===== src/rtl/stok_pkg.sv =====
`default_nettype none

package stok_pkg;

    localparam int POS_W      = 16;
    localparam int WORD_DEPTH = 6;

    localparam logic [7:0] CH_UNDERSCORE = 8'h5F;
    localparam logic [7:0] CH_DOT        = 8'h2E;
    localparam logic [7:0] CH_NEWLINE    = 8'h0A;
    localparam logic [7:0] CH_SPACE      = 8'h20;

    localparam logic [4:0] KIND_LET    = 5'd0;
    localparam logic [4:0] KIND_FN     = 5'd1;
    localparam logic [4:0] KIND_IF     = 5'd2;
    localparam logic [4:0] KIND_ELSE   = 5'd3;
    localparam logic [4:0] KIND_RETURN = 5'd4;
    localparam logic [4:0] KIND_INT    = 5'd5;
    localparam logic [4:0] KIND_FLOAT  = 5'd6;
    localparam logic [4:0] KIND_COLON  = 5'd7;
    localparam logic [4:0] KIND_EQUAL  = 5'd8;
    localparam logic [4:0] KIND_LPAREN = 5'd9;
    localparam logic [4:0] KIND_RPAREN = 5'd10;
    localparam logic [4:0] KIND_LBRACE = 5'd11;
    localparam logic [4:0] KIND_RBRACE = 5'd12;
    localparam logic [4:0] KIND_SEMI   = 5'd13;
    localparam logic [4:0] KIND_PLUS   = 5'd14;
    localparam logic [4:0] KIND_MINUS  = 5'd15;
    localparam logic [4:0] KIND_STAR   = 5'd16;
    localparam logic [4:0] KIND_SLASH  = 5'd17;
    localparam logic [4:0] KIND_IDENT  = 5'd18;
    localparam logic [4:0] KIND_NUMBER = 5'd19;
    localparam logic [4:0] KIND_EOF    = 5'd20;
    localparam logic [4:0] KIND_NONE   = 5'd0;

    localparam logic STATUS_OK    = 1'b0;
    localparam logic STATUS_ERROR = 1'b1;

    typedef enum logic [1:0] {
        MODE_IDLE   = 2'd0,
        MODE_IDENT  = 2'd1,
        MODE_NUMBER = 2'd2,
        MODE_ERROR  = 2'd3
    } t_mode;

    typedef logic [WORD_DEPTH-1:0][7:0] t_word;

    typedef struct packed {
        logic [7:0] ch;
        logic       end_of_source;
    } t_in;

    typedef struct packed {
        logic [4:0]       token_kind;
        logic [POS_W-1:0] tok_offset;
        logic [POS_W-1:0] length;
        logic [POS_W-1:0] line_no;
        logic [POS_W-1:0] column_no;
        logic             status;
        logic [7:0]       bad_char;
        logic             last;
    } t_out;

    // up to two result beats written to the output queue in one cycle
    typedef struct packed {
        logic [1:0] cnt;
        t_out       beat0;
        t_out       beat1;
    } t_push;

    function automatic logic [POS_W-1:0] sat_inc(input logic [POS_W-1:0] v);
        return (v == {POS_W{1'b1}}) ? v : v + POS_W'(1);
    endfunction

    function automatic logic is_space(input logic [7:0] c);
        return (c == CH_SPACE) || (c >= 8'd9 && c <= 8'd13);
    endfunction

    function automatic logic is_alpha(input logic [7:0] c);
        return (c >= "a" && c <= "z") || (c >= "A" && c <= "Z");
    endfunction

    function automatic logic is_digit(input logic [7:0] c);
        return c >= "0" && c <= "9";
    endfunction

    // KIND_NONE when c is not punctuation
    function automatic logic [4:0] punct_kind(input logic [7:0] c);
        logic [4:0] k;
        case (c)
            ":":     k = KIND_COLON;
            "=":     k = KIND_EQUAL;
            "(":     k = KIND_LPAREN;
            ")":     k = KIND_RPAREN;
            "{":     k = KIND_LBRACE;
            "}":     k = KIND_RBRACE;
            ";":     k = KIND_SEMI;
            "+":     k = KIND_PLUS;
            "-":     k = KIND_MINUS;
            "*":     k = KIND_STAR;
            "/":     k = KIND_SLASH;
            default: k = KIND_NONE;
        endcase
        return k;
    endfunction

    function automatic logic [4:0] word_kind(input t_word w, input logic [POS_W-1:0] len);
        logic [4:0] k;
        k = KIND_IDENT;
        if (len == POS_W'(3) && w[0] == "l" && w[1] == "e" && w[2] == "t") begin
            k = KIND_LET;
        end else if (len == POS_W'(2) && w[0] == "f" && w[1] == "n") begin
            k = KIND_FN;
        end else if (len == POS_W'(2) && w[0] == "i" && w[1] == "f") begin
            k = KIND_IF;
        end else if (len == POS_W'(4) && w[0] == "e" && w[1] == "l" && w[2] == "s"
                     && w[3] == "e") begin
            k = KIND_ELSE;
        end else if (len == POS_W'(6) && w[0] == "r" && w[1] == "e" && w[2] == "t"
                     && w[3] == "u" && w[4] == "r" && w[5] == "n") begin
            k = KIND_RETURN;
        end else if (len == POS_W'(3) && w[0] == "i" && w[1] == "n" && w[2] == "t") begin
            k = KIND_INT;
        end else if (len == POS_W'(5) && w[0] == "f" && w[1] == "l" && w[2] == "o"
                     && w[3] == "a" && w[4] == "t") begin
            k = KIND_FLOAT;
        end
        return k;
    endfunction

endpackage

`default_nettype wire


===== src/rtl/stok_outq.sv =====
`default_nettype none

module stok_outq #(
    parameter int DEPTH = 4
) (
    input  wire logic          i_clk,
    input  wire logic          i_rst_n,
    input  wire stok_pkg::t_push i_push,
    output logic               o_room,
    output logic               o_valid,
    input  wire logic          i_ready,
    output stok_pkg::t_out     o_data
);

    localparam int PTR_W = (DEPTH > 1) ? $clog2(DEPTH) : 1;
    localparam int CNT_W = $clog2(DEPTH + 1);

    stok_pkg::t_out r_mem [DEPTH];
    logic [PTR_W-1:0] r_wr, n_wr, r_rd, n_rd;
    logic [CNT_W-1:0] r_count, n_count;
    logic [PTR_W-1:0] w_wr1, w_wr2;
    logic             w_pop;

    function automatic logic [PTR_W-1:0] ptr_inc(input logic [PTR_W-1:0] p);
        return (p == PTR_W'(DEPTH - 1)) ? '0 : p + PTR_W'(1);
    endfunction

    assign w_wr1   = ptr_inc(r_wr);
    assign w_wr2   = ptr_inc(w_wr1);
    assign o_valid = (r_count != '0);
    assign w_pop   = o_valid && i_ready;
    assign o_room  = (r_count <= CNT_W'(DEPTH - 2));
    assign o_data  = r_mem[r_rd];

    always_comb begin
        n_rd = w_pop ? ptr_inc(r_rd) : r_rd;
        case (i_push.cnt)
            2'd1:    n_wr = w_wr1;
            2'd2:    n_wr = w_wr2;
            default: n_wr = r_wr;
        endcase
        n_count = r_count + CNT_W'(i_push.cnt) - CNT_W'(w_pop);
    end

    always_ff @(posedge i_clk) begin
        if (!i_rst_n) begin
            r_wr    <= '0;
            r_rd    <= '0;
            r_count <= '0;
        end else begin
            r_wr    <= n_wr;
            r_rd    <= n_rd;
            r_count <= n_count;
        end
    end

    always_ff @(posedge i_clk) begin
        if (i_push.cnt != 2'd0) begin
            r_mem[r_wr] <= i_push.beat0;
        end
        if (i_push.cnt == 2'd2) begin
            r_mem[w_wr1] <= i_push.beat1;
        end
    end

`ifndef NO_ASSERTIONS
    a_count_bound: assert property (@(posedge i_clk) disable iff (!i_rst_n)
        r_count <= CNT_W'(DEPTH))
        else $error("output queue count beyond depth");

    a_no_overflow: assert property (@(posedge i_clk) disable iff (!i_rst_n)
        (i_push.cnt != 2'd0) |-> (r_count <= CNT_W'(DEPTH - 2)))
        else $error("push into output queue without room");

    a_hold_on_stall: assert property (@(posedge i_clk) disable iff (!i_rst_n)
        (o_valid && !i_ready) |=> (o_valid && $stable(o_data)))
        else $error("output beat changed while stalled");
`endif

endmodule

`default_nettype wire


===== src/rtl/source_tokenizer.sv =====
// Output: a byte's results enter the output queue at its accepting edge.
// Throughput: one byte per cycle while the queue has room for two beats;
//   one result beat leaves per cycle while i_out_ready is high. A byte
//   that closes a token and emits another queues two beats.
// Reset: i_rst_n is synchronous, active low; it clears the scanner to position
//   0, line 1, column 1 and empties the output queue.
`default_nettype none

module source_tokenizer #(
    parameter int OUT_DEPTH = 4
) (
    input  wire logic          i_clk,
    input  wire logic          i_rst_n,
    input  wire logic          i_in_valid,
    output logic               o_in_ready,
    input  wire stok_pkg::t_in i_in_data,
    output logic               o_out_valid,
    input  wire logic          i_out_ready,
    output stok_pkg::t_out     o_out_data
);

    localparam int PW = stok_pkg::POS_W;

    stok_pkg::t_mode  r_mode, n_mode;
    stok_pkg::t_word  r_word, n_word;
    logic [PW-1:0]    r_tok_start, n_tok_start;
    logic [PW-1:0]    r_tok_len, n_tok_len;
    logic [PW-1:0]    r_pos, n_pos;
    logic [PW-1:0]    r_line, n_line;
    logic [PW-1:0]    r_col, n_col;

    logic             w_accept;
    logic             w_room;
    stok_pkg::t_push  w_push;
    stok_pkg::t_out   w_flush, w_eof, w_single;
    logic [7:0]       w_c;
    logic [PW-1:0]    w_mv_pos, w_mv_line, w_mv_col;
    logic [4:0]       w_pk;
    logic             w_pending, w_extend, w_word_ch;

    assign o_in_ready = w_room;
    assign w_accept   = i_in_valid && w_room;
    assign w_c        = i_in_data.ch;

    always_comb begin
        w_mv_pos  = stok_pkg::sat_inc(r_pos);
        w_mv_line = (w_c == stok_pkg::CH_NEWLINE) ? stok_pkg::sat_inc(r_line) : r_line;
        w_mv_col  = (w_c == stok_pkg::CH_NEWLINE) ? PW'(1) : stok_pkg::sat_inc(r_col);
        w_pk      = stok_pkg::punct_kind(w_c);
        w_word_ch = stok_pkg::is_alpha(w_c) || w_c == stok_pkg::CH_UNDERSCORE;
        w_pending = (r_mode == stok_pkg::MODE_IDENT) || (r_mode == stok_pkg::MODE_NUMBER);
        w_extend  = ((r_mode == stok_pkg::MODE_IDENT) && (w_word_ch || stok_pkg::is_digit(w_c)))
                 || ((r_mode == stok_pkg::MODE_NUMBER)
                     && (stok_pkg::is_digit(w_c) || w_c == stok_pkg::CH_DOT));

        w_flush.token_kind = (r_mode == stok_pkg::MODE_IDENT)
                           ? stok_pkg::word_kind(r_word, r_tok_len) : stok_pkg::KIND_NUMBER;
        w_flush.tok_offset = r_tok_start;
        w_flush.length     = r_tok_len;
        w_flush.line_no    = r_line;
        w_flush.column_no  = r_col;
        w_flush.status     = stok_pkg::STATUS_OK;
        w_flush.bad_char   = 8'd0;
        w_flush.last       = 1'b0;

        w_eof.token_kind = stok_pkg::KIND_EOF;
        w_eof.tok_offset = r_pos;
        w_eof.length     = '0;
        w_eof.line_no    = r_line;
        w_eof.column_no  = r_col;
        w_eof.status     = stok_pkg::STATUS_OK;
        w_eof.bad_char   = 8'd0;
        w_eof.last       = 1'b1;

        // punctuation token, or error beat on an unknown byte
        w_single.tok_offset = r_pos;
        w_single.length     = PW'(1);
        w_single.line_no    = w_mv_line;
        w_single.column_no  = w_mv_col;
        if (w_pk != stok_pkg::KIND_NONE) begin
            w_single.token_kind = w_pk;
            w_single.status     = stok_pkg::STATUS_OK;
            w_single.bad_char   = 8'd0;
            w_single.last       = 1'b0;
        end else begin
            w_single.token_kind = stok_pkg::KIND_NONE;
            w_single.status     = stok_pkg::STATUS_ERROR;
            w_single.bad_char   = w_c;
            w_single.last       = 1'b1;
        end
    end

    always_comb begin
        n_mode      = r_mode;
        n_word      = r_word;
        n_tok_start = r_tok_start;
        n_tok_len   = r_tok_len;
        n_pos       = r_pos;
        n_line      = r_line;
        n_col       = r_col;
        w_push.cnt   = 2'd0;
        w_push.beat0 = w_flush;
        w_push.beat1 = w_eof;

        if (w_accept) begin
            if (i_in_data.end_of_source) begin
                if (r_mode != stok_pkg::MODE_ERROR) begin
                    if (w_pending) begin
                        w_push.cnt = 2'd2;
                    end else begin
                        w_push.cnt   = 2'd1;
                        w_push.beat0 = w_eof;
                    end
                end
                n_mode      = stok_pkg::MODE_IDLE;
                n_word      = '0;
                n_tok_start = '0;
                n_tok_len   = '0;
                n_pos       = '0;
                n_line      = PW'(1);
                n_col       = PW'(1);
            end else if (r_mode == stok_pkg::MODE_ERROR) begin
                n_mode = stok_pkg::MODE_ERROR;
            end else if (w_extend) begin
                for (int i = 0; i < stok_pkg::WORD_DEPTH; i++) begin
                    if (r_tok_len == PW'(i)) begin
                        n_word[i] = w_c;
                    end
                end
                n_tok_len = stok_pkg::sat_inc(r_tok_len);
                n_pos     = w_mv_pos;
                n_line    = w_mv_line;
                n_col     = w_mv_col;
            end else begin
                n_pos  = w_mv_pos;
                n_line = w_mv_line;
                n_col  = w_mv_col;
                n_mode = stok_pkg::MODE_IDLE;
                if (stok_pkg::is_space(w_c)) begin
                    w_push.cnt = w_pending ? 2'd1 : 2'd0;
                end else if (w_word_ch || stok_pkg::is_digit(w_c)) begin
                    w_push.cnt  = w_pending ? 2'd1 : 2'd0;
                    n_mode      = w_word_ch ? stok_pkg::MODE_IDENT : stok_pkg::MODE_NUMBER;
                    n_word      = '0;
                    n_word[0]   = w_c;
                    n_tok_start = r_pos;
                    n_tok_len   = PW'(1);
                end else begin
                    if (w_pending) begin
                        w_push.cnt   = 2'd2;
                        w_push.beat1 = w_single;
                    end else begin
                        w_push.cnt   = 2'd1;
                        w_push.beat0 = w_single;
                    end
                    if (w_pk == stok_pkg::KIND_NONE) begin
                        n_mode = stok_pkg::MODE_ERROR;
                    end
                end
            end
        end
    end

    always_ff @(posedge i_clk) begin
        if (!i_rst_n) begin
            r_mode      <= stok_pkg::MODE_IDLE;
            r_word      <= '0;
            r_tok_start <= '0;
            r_tok_len   <= '0;
            r_pos       <= '0;
            r_line      <= PW'(1);
            r_col       <= PW'(1);
        end else begin
            r_mode      <= n_mode;
            r_word      <= n_word;
            r_tok_start <= n_tok_start;
            r_tok_len   <= n_tok_len;
            r_pos       <= n_pos;
            r_line      <= n_line;
            r_col       <= n_col;
        end
    end

    stok_outq #(
        .DEPTH (OUT_DEPTH)
    ) u_outq (
        .i_clk   (i_clk),
        .i_rst_n (i_rst_n),
        .i_push  (w_push),
        .o_room  (w_room),
        .o_valid (o_out_valid),
        .i_ready (i_out_ready),
        .o_data  (o_out_data)
    );

`ifndef NO_ASSERTIONS
    a_line_col_nonzero: assert property (@(posedge i_clk) disable iff (!i_rst_n)
        (r_line != '0) && (r_col != '0))
        else $error("line or column counter reached zero");

    a_error_silent: assert property (@(posedge i_clk) disable iff (!i_rst_n)
        (w_accept && r_mode == stok_pkg::MODE_ERROR) |-> (w_push.cnt == 2'd0))
        else $error("result emitted after an unknown character");

    a_pending_len: assert property (@(posedge i_clk) disable iff (!i_rst_n)
        w_pending |-> (r_tok_len != '0))
        else $error("pending token with zero length");
`endif

endmodule

`default_nettype wire

===== config.mk =====
export PLATFORM = sky130hd
export DESIGN_NAME = source_tokenizer
export DESIGN_NICKNAME = d
export VERILOG_FILES = /design/src/rtl/stok_pkg.sv /design/src/rtl/stok_outq.sv /design/src/rtl/source_tokenizer.sv
export SDC_FILE = /design/constraint.sdc
export NUM_CORES = 1
export LEC_CHECK = 0
export ABC_AREA = 1
export BUFFER_PORTS_ARGS = -buffer_cell sky130_fd_sc_hd__buf_2
export CAP_MARGIN = 5
export CORE_MARGIN = 5
export CORE_UTILIZATION = 45
export CTS_BUF_LIST = sky130_fd_sc_hd__clkbuf_16
export CTS_CLUSTER_SIZE = 10
export DETAILED_ROUTE_END_ITERATION = 10
export SKIP_LAST_GASP = 1
export SYNTH_ARGS = -nofsm -noshare
export SYNTH_HDL_FRONTEND = slang
export SYNTH_SLANG_ARGS = --single-unit

===== constraint.sdc =====
create_clock -name i_clk -period 6.92 [get_ports i_clk]
set_input_delay 0.346 -clock i_clk [delete_from_list [all_inputs] [get_ports i_clk]]
set_output_delay 0.346 -clock i_clk [all_outputs]
set_load 0.05 [all_outputs]

**Word-level counts from Yosys, hierarchy flattened**

Memory sizes are Yosys's and may differ from the RTL's. A register that Yosys moved wholly into a read port is not among the register bits.
Index checks and enable logic that the tools add are counted.

- Register bits: 137
- Input port bits: 13
- Output and inout port bits: 81
- Word-level logic and storage cells: 234
- Memories: 1
- Bits in writable memories: 316

- Equal/unequal tests: 65
- Reductions and logical operators: 59
- Magnitude comparators: 9
- $add $sub $neg: 9
- Mux-type cells: 76

Memories:

| name | depth | bits a word | rd ports | clocked after memory_dff | write ports | line | RTL |
|---|---|---|---|---|---|---|---|
| u_outq.r_mem | 4 | 79 | 1 | 1 | 2 | stok_outq.sv:18 | `stok_pkg::t_out r_mem [DEPTH];` |

Operators by type and width:

| operator | number |
|---|---|
| 160-bit two-way mux | 3 |
| 16-bit two-way mux | 22 |
| 158-bit two-way mux | 2 |
| 79-bit two-way mux | 4 |
| 48-bit two-way mux | 5 |
| 8-bit by 7-bit equality test with 1-bit output (second input constant) | 21 |
| 81-bit two-way mux | 2 |
| 8-bit by 6-bit equality test with 1-bit output (second input constant) | 11 |
| 16-bit by 1-bit adder with 16-bit output (second input constant) | 4 |
| 16-bit equality test (second input constant) | 4 |
| 5-bit one-hot mux with 11 select lines | 1 |
| 16-bit by 3-bit equality test with 1-bit output (second input constant) | 3 |
| 8-bit two-way mux | 6 |
| 5-bit two-way mux | 9 |
| 5-bit AND reduction | 8 |
| 1-bit logical AND | 33 |
| 16-bit by 2-bit equality test with 1-bit output (second input constant) | 2 |
| 2-bit two-way mux | 15 |
| 3-bit by 2-bit != test with 1-bit output (second input constant) | 7 |
| 16-bit by 1-bit equality test with 1-bit output (second input constant) | 1 |
| 8-bit by 7-bit greater-or-equal comparator with 1-bit output (second input constant) | 2 |
| 8-bit by 7-bit less-or-equal comparator with 1-bit output (second input constant) | 2 |
| 16-bit logical NOT | 1 |
| 2-bit equality test (second input constant) | 6 |
| 22 further kinds | 44 |

**Longest topological paths before layout**

Gate-level depths: netlist (run 1).

- Word-level depth: 24
- Mapped depth: 19

**Cells and area by module**

Synthesis (run 1) repeated with hierarchy kept, for this count alone.

- Cells, all modules: 3159
- Area total of the unflattened synthesis: 24961.4 µm²

By module, submodules not included:

| module | area an instance (µm²) | cells an instance | seq. area each (µm²) | times used |
|---|---|---|---|---|
| stok_outq | 15775.1 | 1624 | 9669.3 | 1 |
| source_tokenizer | 9186.3 | 1535 | 2602.5 | 1 |

**Least setup slack after synthesis (run 1)**

OpenSTA, ideal clock, no wires.

- Path type: register to register
- Start: register u_outq.r_count[0]
- End: memory u_outq.r_mem[2][0] in the netlist's numbering (enable)
- Library setup time: 0.688 ns
- Required time: 6.232 ns
- Path buffers: 4
- Cell stages (with the launch flop): 13
- Path slack: 2.172 ns
- Arrival time: 4.060 ns
- Path through: dfxtp_1 -> a21oi_2 -> nand2_1 -> clkbuf_1 -> inv_1 -> clkbuf_1 -> o21ai_0 -> o21bai_1 -> ha_1 -> nand2_1 -> clkbuf_1 -> buf_1 -> nand2_1

RTL lines:

| what | line | RTL |
|---|---|---|
| start: declaration | stok_outq.sv:20 | `logic [CNT_W-1:0] r_count, n_count;` |
| start signal: assignment | stok_outq.sv:53 | `r_count <= n_count;` |
| end: declaration | stok_outq.sv:18 |  |

==> results of run 1 <==
[power groups by stage]
| stage | registers [mW] | clock network (mW) | logic (mW) |
|---|---|---|---|
| after floorplan | 3.36 | 0 | 2.26 |
| after global placement | 3.41 | 0 | 3.13 |
| after detailed placement | 3.42 | 0 | 3.17 |
| after CTS | 3.37 | 2.48 | 3.17 |
| after global routing | 3.39 | 2.59 | 3.37 |
| final | 3.37 | 2.43 | 3.17 |
[sequential cells by signal (all words and copies together), names as in the netlist, named ones only]
signal,cells
r_col,16
r_line,16
r_mode,2
r_pos,16
r_tok_len,16
r_tok_start,16
r_word,48
u_outq.r_count,3
u_outq.r_mem,316
u_outq.r_rd,2
u_outq.r_wr,2
[area by class of cell]
class                           count  area share (%)
Clock buffer                       52            4.99
Multi-Input combinational cell   2249            40.7
Tap cell                          688            3.30
Clock inverter                     41           0.662
Inverter                          196            2.84
Sequential cell                   455            44.7
Timing Repair Buffer              129            2.82
[tightest hold or removal path: stages]
cell     delay (ps)
buf_2            70
nand2_1          70
o21ai_0         140
nor2_1           70
[stage by stage]
step	util [%]	cell area (sq um)	cells	power [mW]	setup WS, ps
floorplan	-	23700	3091	5.62	2170
global placement	46.9	24600	3717	6.55	1710
detailed placement	46.9	24600	3717	6.59	1540
CTS	49.8	26100	3810	9.01	1540
global route	49.8	26100	3810	9.36	1170
finish	49.8	26100	3810	8.96	1530
[worst paths after layout]
| check | depth (start not counted) | slack, ps | from | endpoint |
|---|---|---|---|---|
| max reg2reg | 12 | 1530 | u_outq.r_count[0] | u_outq.r_mem[0][77] |
| min | 4 | 140 | i_out_ready | flop |
| max | 12 | 1530 | u_outq.r_count[0] | u_outq.r_mem[0][77] |
| min reg2reg | 2 | 440 | r_word[31] | r_word[31] |
[synthesized netlist by cell type (8+ instances only)]
library cell / count
a21oi_1: 211
buf_1: 9
buf_2: 11
clkbuf_1: 161
dfxtp_1: 199
edfxtp_1: 256
ha_1: 23
inv_1: 176
inv_2: 12
nand2_1: 787
nand2_2: 9
nand3_1: 233
nand3b_1: 11
nand4_1: 37
nor2_1: 356
nor2_2: 8
nor3_1: 49
o211ai_1: 12
o21ai_0: 342
o21ai_1: 11
o22ai_1: 85
xor2_1: 21
[cell families after synthesis]
| group | synth area share, % |
|---|---|
| buf+inv | 6.43 |
| simple gates | 27.1 |
| fa+ha+maj | 1.30 |
| xor+xnor | 0.848 |
| flops | 49.1 |
| compound gates | 15.2 |
[per-layer routing]
metal / wire length [um] / GRT usage (%)
met3: 5380 / 3.70
met2: 36200 / 43.3
met5: 0 / 0
met4: 1830 / 6.80
met1: 32400 / 35.2
==> metrics.txt, run 1 <==
Post-Syn Area=around 24000 sq um; CP Launch Type=flop; distinct cell type count after synthesis=51; sequential share of the synthesized area=between 40% and 50%; initial core utilization=a little under half; hold crit path type=in2reg; total global-route track usage=25.8%; CTS max path bufs=3; endpoints failing hold=0; post-synthesis cell count=slightly above 3000; Synth Flop Type=edfxtp_1; Logic pwr share=between 30% and 40%; number of max-cap violations=0; total number of vias=~22000; final hold slack=~140 ps; initial antenna violation count=3; CP Class=reg2reg; top cells by area, synth=edfxtp_1 32%, dfxtp_1 17%, nand2_1 12%, o21ai_0 7.2%, nor2_1 5.6%; Tmin final=between 5000 and 6000 ps; area of the multi-input gates=10600 sq um; gr ovfl total=0; final antenna diode count=0; core area=around 52000 sq um; Worst path max stage delay=930 ps; Residual DRC=0; most frequent cells in the layout=783 x nand2_1, 352 x nor2_1, 342 x o21ai_0, 256 x edfxtp_1, 233 x nand3_1; initial drt markers=1974; setup bufs post-CTS=0; GP Congestion=just over 0.9; CP endpoint kind=flop; Arrival @ worst endpoint=just under 6000 ps; Synth area leader=edfxtp_1; num ports=94; hold buffers post-CTS=0; syn_nets=3128; Post-CTS Resized=0; synth warn=0; Max Fclk=between 150 and 200 MHz; Static Leakage=approximately 10 nW; Final setup viols=0; layout cells sized above 1=about 8.3%; storage element area=11700 sq um; post-DP HPWL=47900 um; die footprint=57500 sq um; final critical-path share of the clock period=between 70 and 80%; unrepaired setup endpoints after global routing=no; clock slew seen by the registers of the worst setup and hold paths=~60 ps; worst skew pair latency=610 ps; async set-or-reset flop fraction in the synthesized netlist=0%; DRT antenna net count=0; Synth Register Bits=about 460; maximum vdd drop=around 220 uV; largest net degree at the start of global routing=85; DIE HEIGHT=between 200 and 250 um; CTS tree=built; pwr/cell area=~340 nW/um^2; Net Sw Frac=42.2%; synthesized area per cell=just under 8 sq um; Net Sw Power=roughly 3.8 mW; commonest non-fill, non-tap cell in the layout=nand2_1; vias per cell=around 5.8; internal power=~5.2 mW; Flop pwr share=about 38%; Slew Limit Fails=0; Avg WL per Cell=19.9 um; Num CTS Buffers=between 50 and 60; clock root cell=clkbuf_16; # H-tree levels=2; setup TNS=0 ps; Pre-Repair DR Iteration Count=5; Die W=240 um; slowest stage cell, crit path=nor2_4; setup clock skew after layout=roughly 26 ps; family with the most delay on the worst path=buffers and inverters; top-area cell type share of the netlist area=~32%; critical-path cell list=a21oi_2 -> nand2_1 -> inv_1 -> o21ai_0 -> o21bai_1 -> ha_1 -> nand2_1 -> buf_4 -> clkinv_1 -> nor2_4 -> inv_1 -> o21ai_0; Slew headroom=a little under a fifth; Rows=84; DRT Wirelength=~76000 um; WP data required=approximately 7400 ps; fill cell count=approximately 5000; Post-synth EDFFs=256; largest fanout on the critical path=36; first-pass GRT wire length=118000 um; worst slew pin tran=about 1200 ps; CTS Sinks=roughly 460; vias in the first global route=~21000; status=finished clean; Port Buf Inserts=93; clock power share=a little over a quarter; area grow syn2layout=9.90%; Layout Nets=about 3100; Buf/Inv on CP=4
Power figures use the tool's default switching activity.
==> run 2, diff against run 1 <==
Clock period 6.92 ns to 5.2 ns, I/O delays scaled along.
==> metrics.txt, run 2 (same netlist as run 1, synthesis figures left out) <==
total chip power=12.0 mW (was 8.96 mW); Max Fclk=215 MHz (was 186 MHz); CP endpoint kind=flop (unchanged); Rows=84 (unchanged); CTS Sinks=455 (unchanged); Pre-Repair DR Iteration Count=6 (was 5); total number of vias=22100 (was 21900); status=finished clean (unchanged); largest fanout on the critical path=33 (was 36); Tmin final=4650 ps (was 5390 ps); final critical-path share of the clock period=89.4% (was 77.9%); vias in the first global route=21300 (was 20700); num ports=94 (unchanged); Layout Nets=3122 (was 3120); die footprint=57500 sq um (unchanged); Largest Register=u_outq.r_mem (unchanged); critical-path cell list=inv_1 -> ha_1 -> inv_1 -> o21ai_0 -> inv_1 -> ha_1 -> nor2_1 -> clkinv_1 -> buf_4 -> nor2_4 -> buf_4 -> nand2_1 -> a21oi_1 (was a21oi_2 -> nand2_1 -> inv_1 -> o21ai_0 -> o21bai_1 -> ha_1 -> nand2_1 -> buf_4 -> clkinv_1 -> nor2_4 -> inv_1 -> o21ai_0); Final setup viols=0 (unchanged); fin area=26200 sq um (was 26100 sq um); most frequent cells in the layout=783 x nand2_1, 352 x nor2_1, 342 x o21ai_0, 256 x edfxtp_1, 233 x nand3_1 (unchanged); GP Congestion=0.905 (was 0.909); DRT antenna net count=0 (unchanged); worst hold path stage count=3 (was 4); CTS max path bufs=3 (unchanged); initial antenna violation count=2 (was 3); initial drt markers=2386 (was 1974); WP data required=5640 ps (was 7360 ps); Arrival @ worst endpoint=5090 ps (was 5830 ps); CTS tree=built (unchanged); initial core utilization=45.3% (unchanged); Largest regs=u_outq.r_mem x316, r_word x48 (unchanged); Post-CTS Resized=0 (unchanged); # H-tree levels=2 (unchanged); total global-route track usage=26.3% (was 25.8%); clock root cell=clkbuf_16 (unchanged); largest net degree at the start of global routing=94 (was 85); max reg flops=316 (unchanged); final hold slack=57.0 ps (was 140 ps); gr ovfl total=0 (unchanged); Port Buf Inserts=93 (unchanged); first-pass GRT wire length=120000 um (was 118000 um); worst skew pair latency=600 ps (was 610 ps); Residual DRC=0 (unchanged); Buf/Inv on CP=6 (was 4); commonest non-fill, non-tap cell in the layout=nand2_1 (unchanged); Top cell by count, worst path=inv_1; Final Util=49.9% (was 49.8%); placed standard-cell area=24700 sq um (was 24600 sq um); Static Leakage=10.1 nW (about the same); vias per cell=5.80 (was 5.75); instance count on the critical path=13 (was 12); DIE HEIGHT=240 um (unchanged); clock slew seen by the registers of the worst setup and hold paths=60 ps (about the same); Num CTS Buffers=52 (unchanged); DRT Wirelength=77500 um (was 75800 um); setup TNS=0 ps (unchanged); layout cells sized above 1=8.42% (was 8.30%); endpoints failing hold=0 (unchanged); hold crit path type=in2reg (unchanged); area of the multi-input gates=10600 sq um (about the same); unrepaired setup endpoints after global routing=no (unchanged); pwr/cell area=460 nW/um^2 (was 343 nW/um^2); CP Class=reg2reg (unchanged); slowest stage cell, crit path=ha_1 (was nor2_4); fill cell count=5110 (was 5113); setup clock skew after layout=15.1 ps (was 26.2 ps); post-DP HPWL=48900 um (was 47900 um); Avg WL per Cell=20.3 um (was 19.9 um); family with the most delay on the worst path=buffers and inverters (unchanged); core area=52400 sq um (unchanged); Slew headroom=13.1% (was 18.9%); area grow syn2layout=10.2% (was 9.90%); storage element area=11700 sq um (unchanged); number of max-cap violations=0 (unchanged); worst slew pin tran=1300 ps (was 1210 ps); maximum vdd drop=263 uV (was 222 uV); Worst Reg-to-Reg Cells=13 (was 12); Slew Limit Fails=0 (unchanged); Worst path max stage delay=880 ps (was 930 ps); Die W=240 um (unchanged); CP Launch Type=flop (unchanged)
run 2: cell types whose count changed in the layout (fill, tap and decap cells not counted):
cell	delta
inv_6	+1
clkinv_8	-1
inv_1	-1
buf_4	-1
clkinv_2	+1
buf_12	+2
clkbuf_16	+1
nor2_2	+1
diode_2	+2
run 2: per-stage QoR:
step	setup WS, ps	cells
finish	552	3815
CTS	391	3812
floorplan	452	3091
global route	205	3813
detailed placement	398	3718
global placement	510	3718
run 2: tightest hold or removal path, cell delays in order:
cell	delay (ps)
buf_2	80
inv_2	70
a21oi_1	110
run 2: worst paths after layout:
path / to / slack [ps] / start
worst max register to register: u_outq.r_mem[3][8] / 550 / r_mode[0]
worst min-delay path: u_outq.r_mem[3][7] / 60 / i_in_data[7]
worst max-delay path: u_outq.r_mem[3][8] / 550 / r_mode[0]
worst min register to register: r_word[31] / 440 / r_word[31]
run 2: what timing repair did:
action | CTS | global route
buffers inserted | 0 | 0
endpoints found under the setup margin | 0 | 1
hold buffers | 0 | 0
run 2: layer usage:
metal  routed length (um)  vias to the layer above  track usage [%]
met5                    0                        -                0
met4                 2160                        0             8.25
met3                 5340                      145             3.88
met2                37100                      858             44.2
met1                33000                    10700             35.3
li1                     -                    10500                -
run 2: layout make-up:
class	count	area share, %
flip-flops and latches	455	44.6
multi-input cells	2250	40.6
clock buffers	53	5.07
well taps	688	3.29
repair buffers	130	2.94
inverters	196	2.83
clock inverters	41	0.636
diodes	2	0.0191
run 2: power by group:
group / internal, mW / switching, mW
Sequential: 4.28 / 0.199
Combinational: 0.839 / 3.42
Clock: 1.82 / 1.47
Total: 6.94 / 5.09
